<file path="config.mk">
export PLATFORM = sky130hd
export DESIGN_NAME = gaussian_kernel_generator_top
export DESIGN_NICKNAME = d
export VERILOG_FILES = /design/src/rtl/gkg_pkg.sv /design/src/rtl/gaussian_kernel_generator_top.sv
export VERILOG_INCLUDE_DIRS = /design/src /design/src/rtl
export SDC_FILE = /design/constraint.sdc
export NUM_CORES = 2
export LEC_CHECK = 0
export ABC_AREA = 0
export ABC_CLOCK_PERIOD_IN_PS = 22300
export BUFFER_PORTS_ARGS = -buffer_cell sky130_fd_sc_hd__buf_2
export CORE_ASPECT_RATIO = 0.9
export CORE_MARGIN = 2
export CORE_UTILIZATION = 36
export DETAILED_ROUTE_END_ITERATION = 10
export PLACE_DENSITY = 0.47
export SYNTH_ARGS = -nofsm -noshare
export SYNTH_HDL_FRONTEND = slang
export SYNTH_SLANG_ARGS = --single-unit
</file>
<file path="constraint.sdc">
create_clock -name aclk -period 22.3 [get_ports aclk]
set_clock_uncertainty 0.15 [all_clocks]
set_input_delay 1.115 -clock aclk [delete_from_list [all_inputs] [get_ports aclk]]
set_output_delay 1.115 -clock aclk [all_outputs]
set_load 0.03 [all_outputs]
</file>
<file path="src/rtl/gaussian_kernel_generator_top_macros.svh">
// assertion helpers shared by the rtl
`ifndef GAUSSIAN_KERNEL_GENERATOR_TOP_MACROS_SVH
`define GAUSSIAN_KERNEL_GENERATOR_TOP_MACROS_SVH

// checked on every edge once out of reset
`define GKG_ASSERT(label, prop, msg) \
    label: assert property (@(posedge aclk) disable iff (!aresetn) prop) else $error(msg);

// checked on every edge, reset included
`define GKG_ASSERT_ALWAYS(label, prop, msg) \
    label: assert property (@(posedge aclk) prop) else $error(msg);

`endif

</file>
<file path="src/rtl/gkg_pkg.sv">
package gkg_pkg;

    // ln 2 in q30
    localparam logic [29:0] LN2_Q30      = 30'd744261118;
    // 1.0 in q30 and q1.15
    localparam logic [30:0] ONE_Q30      = 31'h4000_0000;
    localparam logic [15:0] ONE_Q15      = 16'd32768;
    // number of taylor terms after the constant one
    localparam logic [3:0]  SERIES_TERMS = 4'd14;
    // bits of the argument quotient (x below 16.0 in q16)
    localparam int          XDIV_BITS    = 20;
    // bits of the normalising quotient
    localparam int          NDIV_BITS    = 32;

    typedef logic signed [2:0] offset_t;

    // square of a window offset
    function automatic logic [4:0] off_sq(input offset_t v);
        logic [1:0] a;
        a = v[2] ? 2'(-v) : v[1:0];
        return 5'({3'b0, a} * {3'b0, a});
    endfunction

endpackage

</file>
<file path="src/rtl/gaussian_kernel_generator_top.sv">
// gaussian kernel generator
// s_ channel: one request word, s_tdata = sigma [15:0] (unsigned q8.8),
//   radius [17:16]; radius above MAX_RADIUS is clamped.
// m_ channel: (2r+1)^2 coefficient words in row-major order, tdata holds the
//   q0.16 coefficient (1.0 saturates to 65535), tlast marks the final word,
//   tuser is set on every word when sigma was zero (coefficients then zero).
// sequencing: one request at a time. the weight pass runs one exponential
//   per offset through setup, argument division, range reduction, 14 taylor
//   terms (each a multiply, then a division by n at 8 bits a cycle), and
//   rounding and write; the centre and offsets where the weight underflows
//   go straight from setup to the write.
//   the output pass reads each weight back from the weight ram through a
//   registered read and divides it by the sum at one bit a cycle.
// s_tready is high only while no request is in progress.
// reset (aresetn low, synchronous) returns to idle and clears the sum; the
//   weight ram is not cleared, every entry is written before its value is used.
// a stall on m_tready holds the current word and halts the block until taken.
`include "gaussian_kernel_generator_top_macros.svh"

module gaussian_kernel_generator_top #(
    parameter int MAX_RADIUS = 3
) (
    input  logic        aclk,
    input  logic        aresetn,
    input  logic        s_tvalid,
    output logic        s_tready,
    input  logic [23:0] s_tdata,   // sigma [15:0], radius [17:16], zero fill
    output logic        m_tvalid,
    input  logic        m_tready,
    output logic [15:0] m_tdata,   // coefficient [15:0]
    output logic        m_tlast,
    output logic        m_tuser    // bad_sigma [0]
);
    import gkg_pkg::*;

    localparam int SIDE  = 2 * MAX_RADIUS + 1;
    localparam int DEPTH = SIDE * SIDE;
    localparam int AW    = (DEPTH > 1) ? $clog2(DEPTH) : 1;

    typedef enum logic [3:0] {
        ST_IDLE,
        ST_W_START,
        ST_W_XDIV,
        ST_W_KDIV,
        ST_W_MUL,
        ST_W_NDIV,
        ST_W_ROUND,
        ST_W_WRITE,
        ST_N_READ,
        ST_N_LOAD,
        ST_N_DIV,
        ST_N_OUT
    } state_t;

    state_t        st_reg;
    logic [31:0]   s2_reg;
    logic          bad_reg;
    logic [1:0]    rad_reg;
    offset_t       dr_reg, dc_reg;
    logic [AW-1:0] addr_reg;
    logic [23:0]   sum_reg;
    logic [33:0]   rem_reg;
    logic [31:0]   quo_reg;
    logic [4:0]    cnt_reg;
    logic [4:0]    k_reg;
    logic [29:0]   rp_reg;
    logic [30:0]   term_reg;
    logic [31:0]   e_reg;
    logic [3:0]    n_reg;
    logic [3:0]    nrem_reg;
    logic [15:0]   w_reg;
    logic [15:0]   coef_reg;
    logic [15:0]   rd_reg;

    logic [15:0]   wmem [DEPTH];

    // request decode
    logic [1:0] rad_in;
    assign rad_in = (s_tdata[17:16] > 2'(MAX_RADIUS)) ? 2'(MAX_RADIUS) : s_tdata[17:16];

    // window walk
    offset_t rad_s;
    logic    last_off;
    logic [4:0] dsq;
    assign rad_s    = offset_t'({1'b0, rad_reg});
    assign last_off = (dr_reg == rad_s) && (dc_reg == rad_s);
    assign dsq      = off_sq(dr_reg) + off_sq(dc_reg);

    // argument division step
    logic [33:0] x_t;
    logic        x_ge;
    logic [31:0] x_q;
    assign x_t  = {rem_reg[32:0], 1'b0};
    assign x_ge = x_t >= {2'b0, s2_reg};
    assign x_q  = {quo_reg[30:0], x_ge};

    // range reduction step
    logic [33:0] k_cmp;
    logic        k_ge;
    logic [33:0] k_rem;
    assign k_cmp = {4'b0, LN2_Q30} << cnt_reg[2:0];
    assign k_ge  = rem_reg >= k_cmp;
    assign k_rem = k_ge ? rem_reg - k_cmp : rem_reg;

    // taylor product
    logic [60:0] prod;
    assign prod = 61'(term_reg) * 61'(rp_reg);

    // divide by term index, 8 bits a cycle
    logic [31:0] nd_q;
    logic [3:0]  nd_r;
    always_comb begin
        logic [4:0]  r;
        logic [31:0] q;
        r = {1'b0, nrem_reg};
        q = quo_reg;
        for (int j = 0; j < 8; j++) begin
            r = {r[3:0], q[31]};
            q = {q[30:0], 1'b0};
            if (r >= {1'b0, n_reg}) begin
                r    = r - {1'b0, n_reg};
                q[0] = 1'b1;
            end
        end
        nd_q = q;
        nd_r = r[3:0];
    end

    // rounding shift of the series result
    logic [5:0]  sh;
    logic [39:0] rnd_sum;
    logic [39:0] shifted;
    logic [15:0] w_new;
    assign sh      = 6'd16 + {1'b0, k_reg};
    assign rnd_sum = {8'b0, e_reg} + (40'd1 << (sh - 6'd1));
    assign shifted = rnd_sum >> sh;
    assign w_new   = (shifted > 40'(ONE_Q15)) ? ONE_Q15 : shifted[15:0];

    // normalising division step
    logic [24:0] n_t;
    logic        n_ge;
    logic [31:0] n_q;
    assign n_t  = {rem_reg[23:0], quo_reg[31]};
    assign n_ge = n_t >= {1'b0, sum_reg};
    assign n_q  = {quo_reg[30:0], n_ge};

    // weight ram
    always_ff @(posedge aclk) begin
        if (st_reg == ST_W_WRITE) begin
            wmem[addr_reg] <= w_reg;
        end
        rd_reg <= wmem[addr_reg];
    end

    // sequencer
    always_ff @(posedge aclk) begin
        if (!aresetn) begin
            st_reg  <= ST_IDLE;
            sum_reg <= '0;
        end else begin
            case (st_reg)
                ST_IDLE: begin
                    if (s_tvalid) begin
                        s2_reg   <= 32'(s_tdata[15:0]) * 32'(s_tdata[15:0]);
                        bad_reg  <= (s_tdata[15:0] == 16'd0);
                        rad_reg  <= rad_in;
                        dr_reg   <= -offset_t'({1'b0, rad_in});
                        dc_reg   <= -offset_t'({1'b0, rad_in});
                        addr_reg <= '0;
                        sum_reg  <= '0;
                        st_reg   <= (s_tdata[15:0] == 16'd0) ? ST_N_READ : ST_W_START;
                    end
                end
                ST_W_START: begin
                    if (dsq == 5'd0) begin
                        w_reg  <= ONE_Q15;
                        st_reg <= ST_W_WRITE;
                    end else if (32'({dsq, 11'b0}) >= s2_reg) begin
                        w_reg  <= '0;
                        st_reg <= ST_W_WRITE;
                    end else begin
                        rem_reg <= 34'({dsq, 11'b0});
                        quo_reg <= '0;
                        cnt_reg <= 5'(XDIV_BITS - 1);
                        st_reg  <= ST_W_XDIV;
                    end
                end
                ST_W_XDIV: begin
                    quo_reg <= x_q;
                    cnt_reg <= cnt_reg - 5'd1;
                    if (cnt_reg == 5'd0) begin
                        rem_reg <= {x_q[19:0], 14'b0};
                        k_reg   <= '0;
                        cnt_reg <= 5'd4;
                        st_reg  <= ST_W_KDIV;
                    end else begin
                        rem_reg <= x_ge ? x_t - {2'b0, s2_reg} : x_t;
                    end
                end
                ST_W_KDIV: begin
                    rem_reg <= k_rem;
                    k_reg   <= k_reg | (5'(k_ge) << cnt_reg[2:0]);
                    cnt_reg <= cnt_reg - 5'd1;
                    if (cnt_reg == 5'd0) begin
                        rp_reg   <= LN2_Q30 - k_rem[29:0];
                        term_reg <= ONE_Q30;
                        e_reg    <= 32'(ONE_Q30);
                        n_reg    <= 4'd1;
                        st_reg   <= ST_W_MUL;
                    end
                end
                ST_W_MUL: begin
                    quo_reg  <= {1'b0, prod[60:30]};
                    nrem_reg <= '0;
                    cnt_reg  <= 5'd3;
                    st_reg   <= ST_W_NDIV;
                end
                ST_W_NDIV: begin
                    quo_reg  <= nd_q;
                    nrem_reg <= nd_r;
                    cnt_reg  <= cnt_reg - 5'd1;
                    if (cnt_reg == 5'd0) begin
                        e_reg    <= e_reg + nd_q;
                        term_reg <= nd_q[30:0];
                        n_reg    <= n_reg + 4'd1;
                        st_reg   <= (n_reg == SERIES_TERMS) ? ST_W_ROUND : ST_W_MUL;
                    end
                end
                ST_W_ROUND: begin
                    w_reg  <= w_new;
                    st_reg <= ST_W_WRITE;
                end
                ST_W_WRITE: begin
                    sum_reg <= sum_reg + 24'(w_reg);
                    if (last_off) begin
                        dr_reg   <= -rad_s;
                        dc_reg   <= -rad_s;
                        addr_reg <= '0;
                        st_reg   <= ST_N_READ;
                    end else begin
                        if (dc_reg == rad_s) begin
                            dc_reg <= -rad_s;
                            dr_reg <= dr_reg + offset_t'(1);
                        end else begin
                            dc_reg <= dc_reg + offset_t'(1);
                        end
                        addr_reg <= addr_reg + AW'(1);
                        st_reg   <= ST_W_START;
                    end
                end
                ST_N_READ: begin
                    st_reg <= ST_N_LOAD;
                end
                ST_N_LOAD: begin
                    if (bad_reg || sum_reg == 24'd0) begin
                        coef_reg <= '0;
                        st_reg   <= ST_N_OUT;
                    end else begin
                        quo_reg <= {rd_reg, 16'b0} + {9'b0, sum_reg[23:1]};
                        rem_reg <= '0;
                        cnt_reg <= 5'(NDIV_BITS - 1);
                        st_reg  <= ST_N_DIV;
                    end
                end
                ST_N_DIV: begin
                    rem_reg <= 34'(n_ge ? n_t - {1'b0, sum_reg} : n_t);
                    quo_reg <= n_q;
                    cnt_reg <= cnt_reg - 5'd1;
                    if (cnt_reg == 5'd0) begin
                        coef_reg <= (n_q > 32'hFFFF) ? 16'hFFFF : n_q[15:0];
                        st_reg   <= ST_N_OUT;
                    end
                end
                ST_N_OUT: begin
                    if (m_tready) begin
                        if (last_off) begin
                            st_reg <= ST_IDLE;
                        end else begin
                            if (dc_reg == rad_s) begin
                                dc_reg <= -rad_s;
                                dr_reg <= dr_reg + offset_t'(1);
                            end else begin
                                dc_reg <= dc_reg + offset_t'(1);
                            end
                            addr_reg <= addr_reg + AW'(1);
                            st_reg   <= ST_N_READ;
                        end
                    end
                end
                default: begin
                    st_reg <= ST_IDLE;
                end
            endcase
        end
    end

    // ports
    assign s_tready = (st_reg == ST_IDLE);
    assign m_tvalid = (st_reg == ST_N_OUT);
    assign m_tdata  = coef_reg;
    assign m_tlast  = last_off;
    assign m_tuser  = bad_reg;

    // checks
    `GKG_ASSERT(a_one_side, !(s_tready && m_tvalid), "request taken while a word is pending")
    `GKG_ASSERT(a_busy_after_accept, s_tvalid && s_tready |=> !s_tready, "second request accepted")
    `GKG_ASSERT(a_bad_zero, m_tvalid && m_tuser |-> m_tdata == 16'd0, "bad sigma with nonzero word")
    `GKG_ASSERT_ALWAYS(a_reset_idle, !aresetn |=> !m_tvalid, "word presented after reset")

endmodule
</file>
==> results.json <==
{
  "dieWidth_um": 527.3,
  "synth_area_leaders": "edfxtp_1 (35%), fa_1 (22%), ha_1 (8.1%), inv_1 (5.0%), nand2_1 (4.3%)",
  "worstHoldPathCells": 2,
  "cts_tree": "done",
  "routed_wirelength_um": 288800,
  "cp.buffers_inverters": 7,
  "drc": 0,
  "antenna_found_initial": 15,
  "htreeDepth": 3,
  "rows": 172,
  "seq_area_um2": 32080,
  "layout_setup_ws_ps": 3104,
  "fillers": 23860,
  "grt_max_degree": 86,
  "ys_types": 88,
  "pwr-share-seq": 0.270,
  "cp-end-kind": "flop",
  "synth_fa_ha_area_frac": 0.3034,
  "crit_required_ps": 22620,
  "crit_fanout": 9,
  "synthTopCellsByCount": "inv_1 (1188), edfxtp_1 (1039), nand2_1 (1023)",
  "cp_top_family": "compound AO/OA/AOI/OAI gates",
  "finalSetupViolCount": 0,
  "slew_headroom": 0.1181,
  "cap_violations": 0,
  "drive_gt1_frac": 0.06135,
  "synthFlopType": "edfxtp_1",
  "status": "finished clean",
  "die_y_um": 475.0,
  "fin_crit_sh": 0.8608,
  "largest_register_ffs": 784,
  "grt_pass1_vias": 64780,
  "cpPeakStageDelay_ps": 970,
  "synthSimpleGateAreaFrac": 0.1170,
  "postSynthAreaPerCell_um2": 10.65,
  "grt.total_usage": 0.2313,
  "multi_input_area_um2": 50840,
  "synthArstFlopShare": 0,
  "ir_drop_mv": 0.1768,
  "whs_endpoint": "rd_reg[14]",
  "worst_hold_slack_ps": 362.8,
  "switching_share": 0.4357,
  "fin_cells": 11610,
  "syn_inst": 8335,
  "rsz0062_at_grt": "false",
  "area_growth_pct": 9.287,
  "hold_class": "reg2reg",
  "portBuffers": 41,
  "ioPinCount": 48,
  "die-area_um2": 250500,
  "core_um2": 244700,
  "powerDensity_nw_per_um2": 98.66,
  "nNetsFinal": 9890,
  "yosysWarnings": 0,
  "worst_path_max_delay_cell": "a2111oi_0",
  "dp_cells": 11410,
  "synth_top_area_share": 0.3516,
  "syn-cell-area_um2": 88740,
  "worstRegToRegCells": 73,
  "detail-route-antenna-nets": 0,
  "dp_hpwl_um": 204600,
  "synth-compound-area-share": 0.1175,
  "reg2reg_slack_ps": 3100,
  "tns_ps": 0,
  "drt-pass1-iter-count": 6,
  "synth_edf_count": 1039,
  "yosysTopAreaCell": "edfxtp_1",
  "clock-sinks": 1083,
  "clkPwrFrac": 0.201,
  "cts_max_path_buffers": 3,
  "cts.repair.resized": 0,
  "root_buffer": "clkbuf_16",
  "grt_pass1_wl_um": 432900,
  "total_leakage_power_nw": 40.58,
  "seq_area_frac_synth": 0.3615,
  "dp_slack_ps": 3268,
  "r2r-start": "n_reg[2]",
  "crit_type": "reg2reg",
  "worst_pin_slew_ps": 1289,
  "hold_violations": 0,
  "cp.arrival_ps": 19520,
  "vias": 63090,
  "fmaxAchievable_mhz": 52.09,
  "start_util": 0.3626,
  "synth_top_family_by_area": "adder cells",
  "synth-seq-cells": 1083,
  "cts_setup_buffers": 0,
  "crit_path_start_kind": "flop",
  "wire_per_inst_um": 24.87,
  "synth.mux.area_fraction": 0.006472,
  "combPwrFrac": 0.529,
  "synthXorXnorAreaFrac": 0.02586,
  "cts-buffers-inserted": 112,
  "path_clk_slew_ps": 60,
  "viasPerCell": 5.432,
  "gp_congestion": 0.9186,
  "hp-start": "wmem[48][14]",
  "drt_iter0_markers": 5577,
  "r2r-end": "e_reg[31]",
  "internal-power_mw": 5.399,
  "period_needed_ps": 19200,
  "grt_overflow": 0,
  "yosysMostFrequentCell": "inv_1",
  "finalMaxSlewViolations": 0,
  "power.switching_mw": 4.169,
  "cts_hold_buf": 0,
  "cpMostUsedCell": "a21o_1",
  "worstSkewPairLatency_ps": 770
}
==> through the flow <==
stage / power, mW / utilization / cell area (um^2)
after floorplan: 6.073 / - / 88780
after global placement: 7.608 / 0.3812 / 93270
after detailed placement: 7.625 / 0.3812 / 93270
after CTS: 9.578 / 0.3963 / 96970
after global routing: 10.20 / 0.3963 / 96980
final: 9.567 / 0.3963 / 96980
==> logic make-up after synthesis <==
group | count (synthesis)
AOI/OAI and AO/OA | 1515
adders and majority gates | 1561
DFF | 1083
other | 1
muxes | 55
buffers and inverters | 1608
and+or+nand+nor | 2250
xor gates and xnor gates | 262
==> power groups by stage <==
| stage | Combinational, mW | Sequential [mW] | Clock [mW] |
|---|---|---|---|
| 2_1_floorplan | 3.52 | 2.55 | 0 |
| 3_3_place_gp | 4.99 | 2.62 | 0 |
| 3_5_place_dp | 5.00 | 2.62 | 0 |
| 4_1_cts | 5.04 | 2.58 | 1.96 |
| 5_1_grt | 5.58 | 2.58 | 2.03 |
| 6_report | 5.06 | 2.58 | 1.93 |
==> area by class of cell <==
type | instances | area share
timing repair buffer | 253 | 0.01891
sequential | 1083 | 0.3308
inverter | 1194 | 0.04629
multi-input combinational | 5657 | 0.5242
tap | 3219 | 0.04153
clock buffer | 137 | 0.02987
antenna | 1 | 0.00002580
clock inverter | 70 | 0.008348
==> how the worst max path moves through the flow <==
stage | startpoint | end | slack (ps) | cells after the start
5_1_grt | n_reg[2] | e_reg[31] | 1640 | 73
2_1_floorplan | n_reg[1] | e_reg[31] | 6180 | 71
6_report | n_reg[2] | e_reg[31] | 3100 | 73
3_3_place_gp | n_reg[2] | e_reg[31] | 3300 | 73
4_1_cts | n_reg[2] | e_reg[31] | 3180 | 73
3_5_place_dp | n_reg[2] | e_reg[31] | 3270 | 73
==> placed cells by master (no fill, tap or decap), drive strengths merged, types with 44 or more instances in the layout <==
master,instances
nor2,409
inv,1196
edfxtp,1039
a21o,114
clkbuf,137
clkinv,52
nand2,1023
nor2b,54
and3,47
a22oi,267
a221oi,108
o21ai,238
buf,253
nand4,88
a22o,68
ha,576
xor2,114
a31oi,84
nor3,87
and2,301
xnor2,148
a21oi,304
fa,985
dfxtp,44
nand3,83
==> routing by layer <==
| metal | vias to the layer above | track usage | wire, um |
|---|---|---|---|
| met1 | 32500 | 0.3365 | 134800 |
| met4 | 2 | 0.05530 | 6835 |
| li1 | 28330 | - | - |
| met3 | 314 | 0.02528 | 16390 |
| met2 | 1945 | 0.3684 | 130800 |
| met5 | - | 0 | 16 |
==> tightest hold or removal path, cell delays in order, from the launching register on <==
cell	delay, ps
edfxtp_1	330
a21oi_1	70
o221ai_1	90
Note: power is estimated with default switching activity, not from simulation.
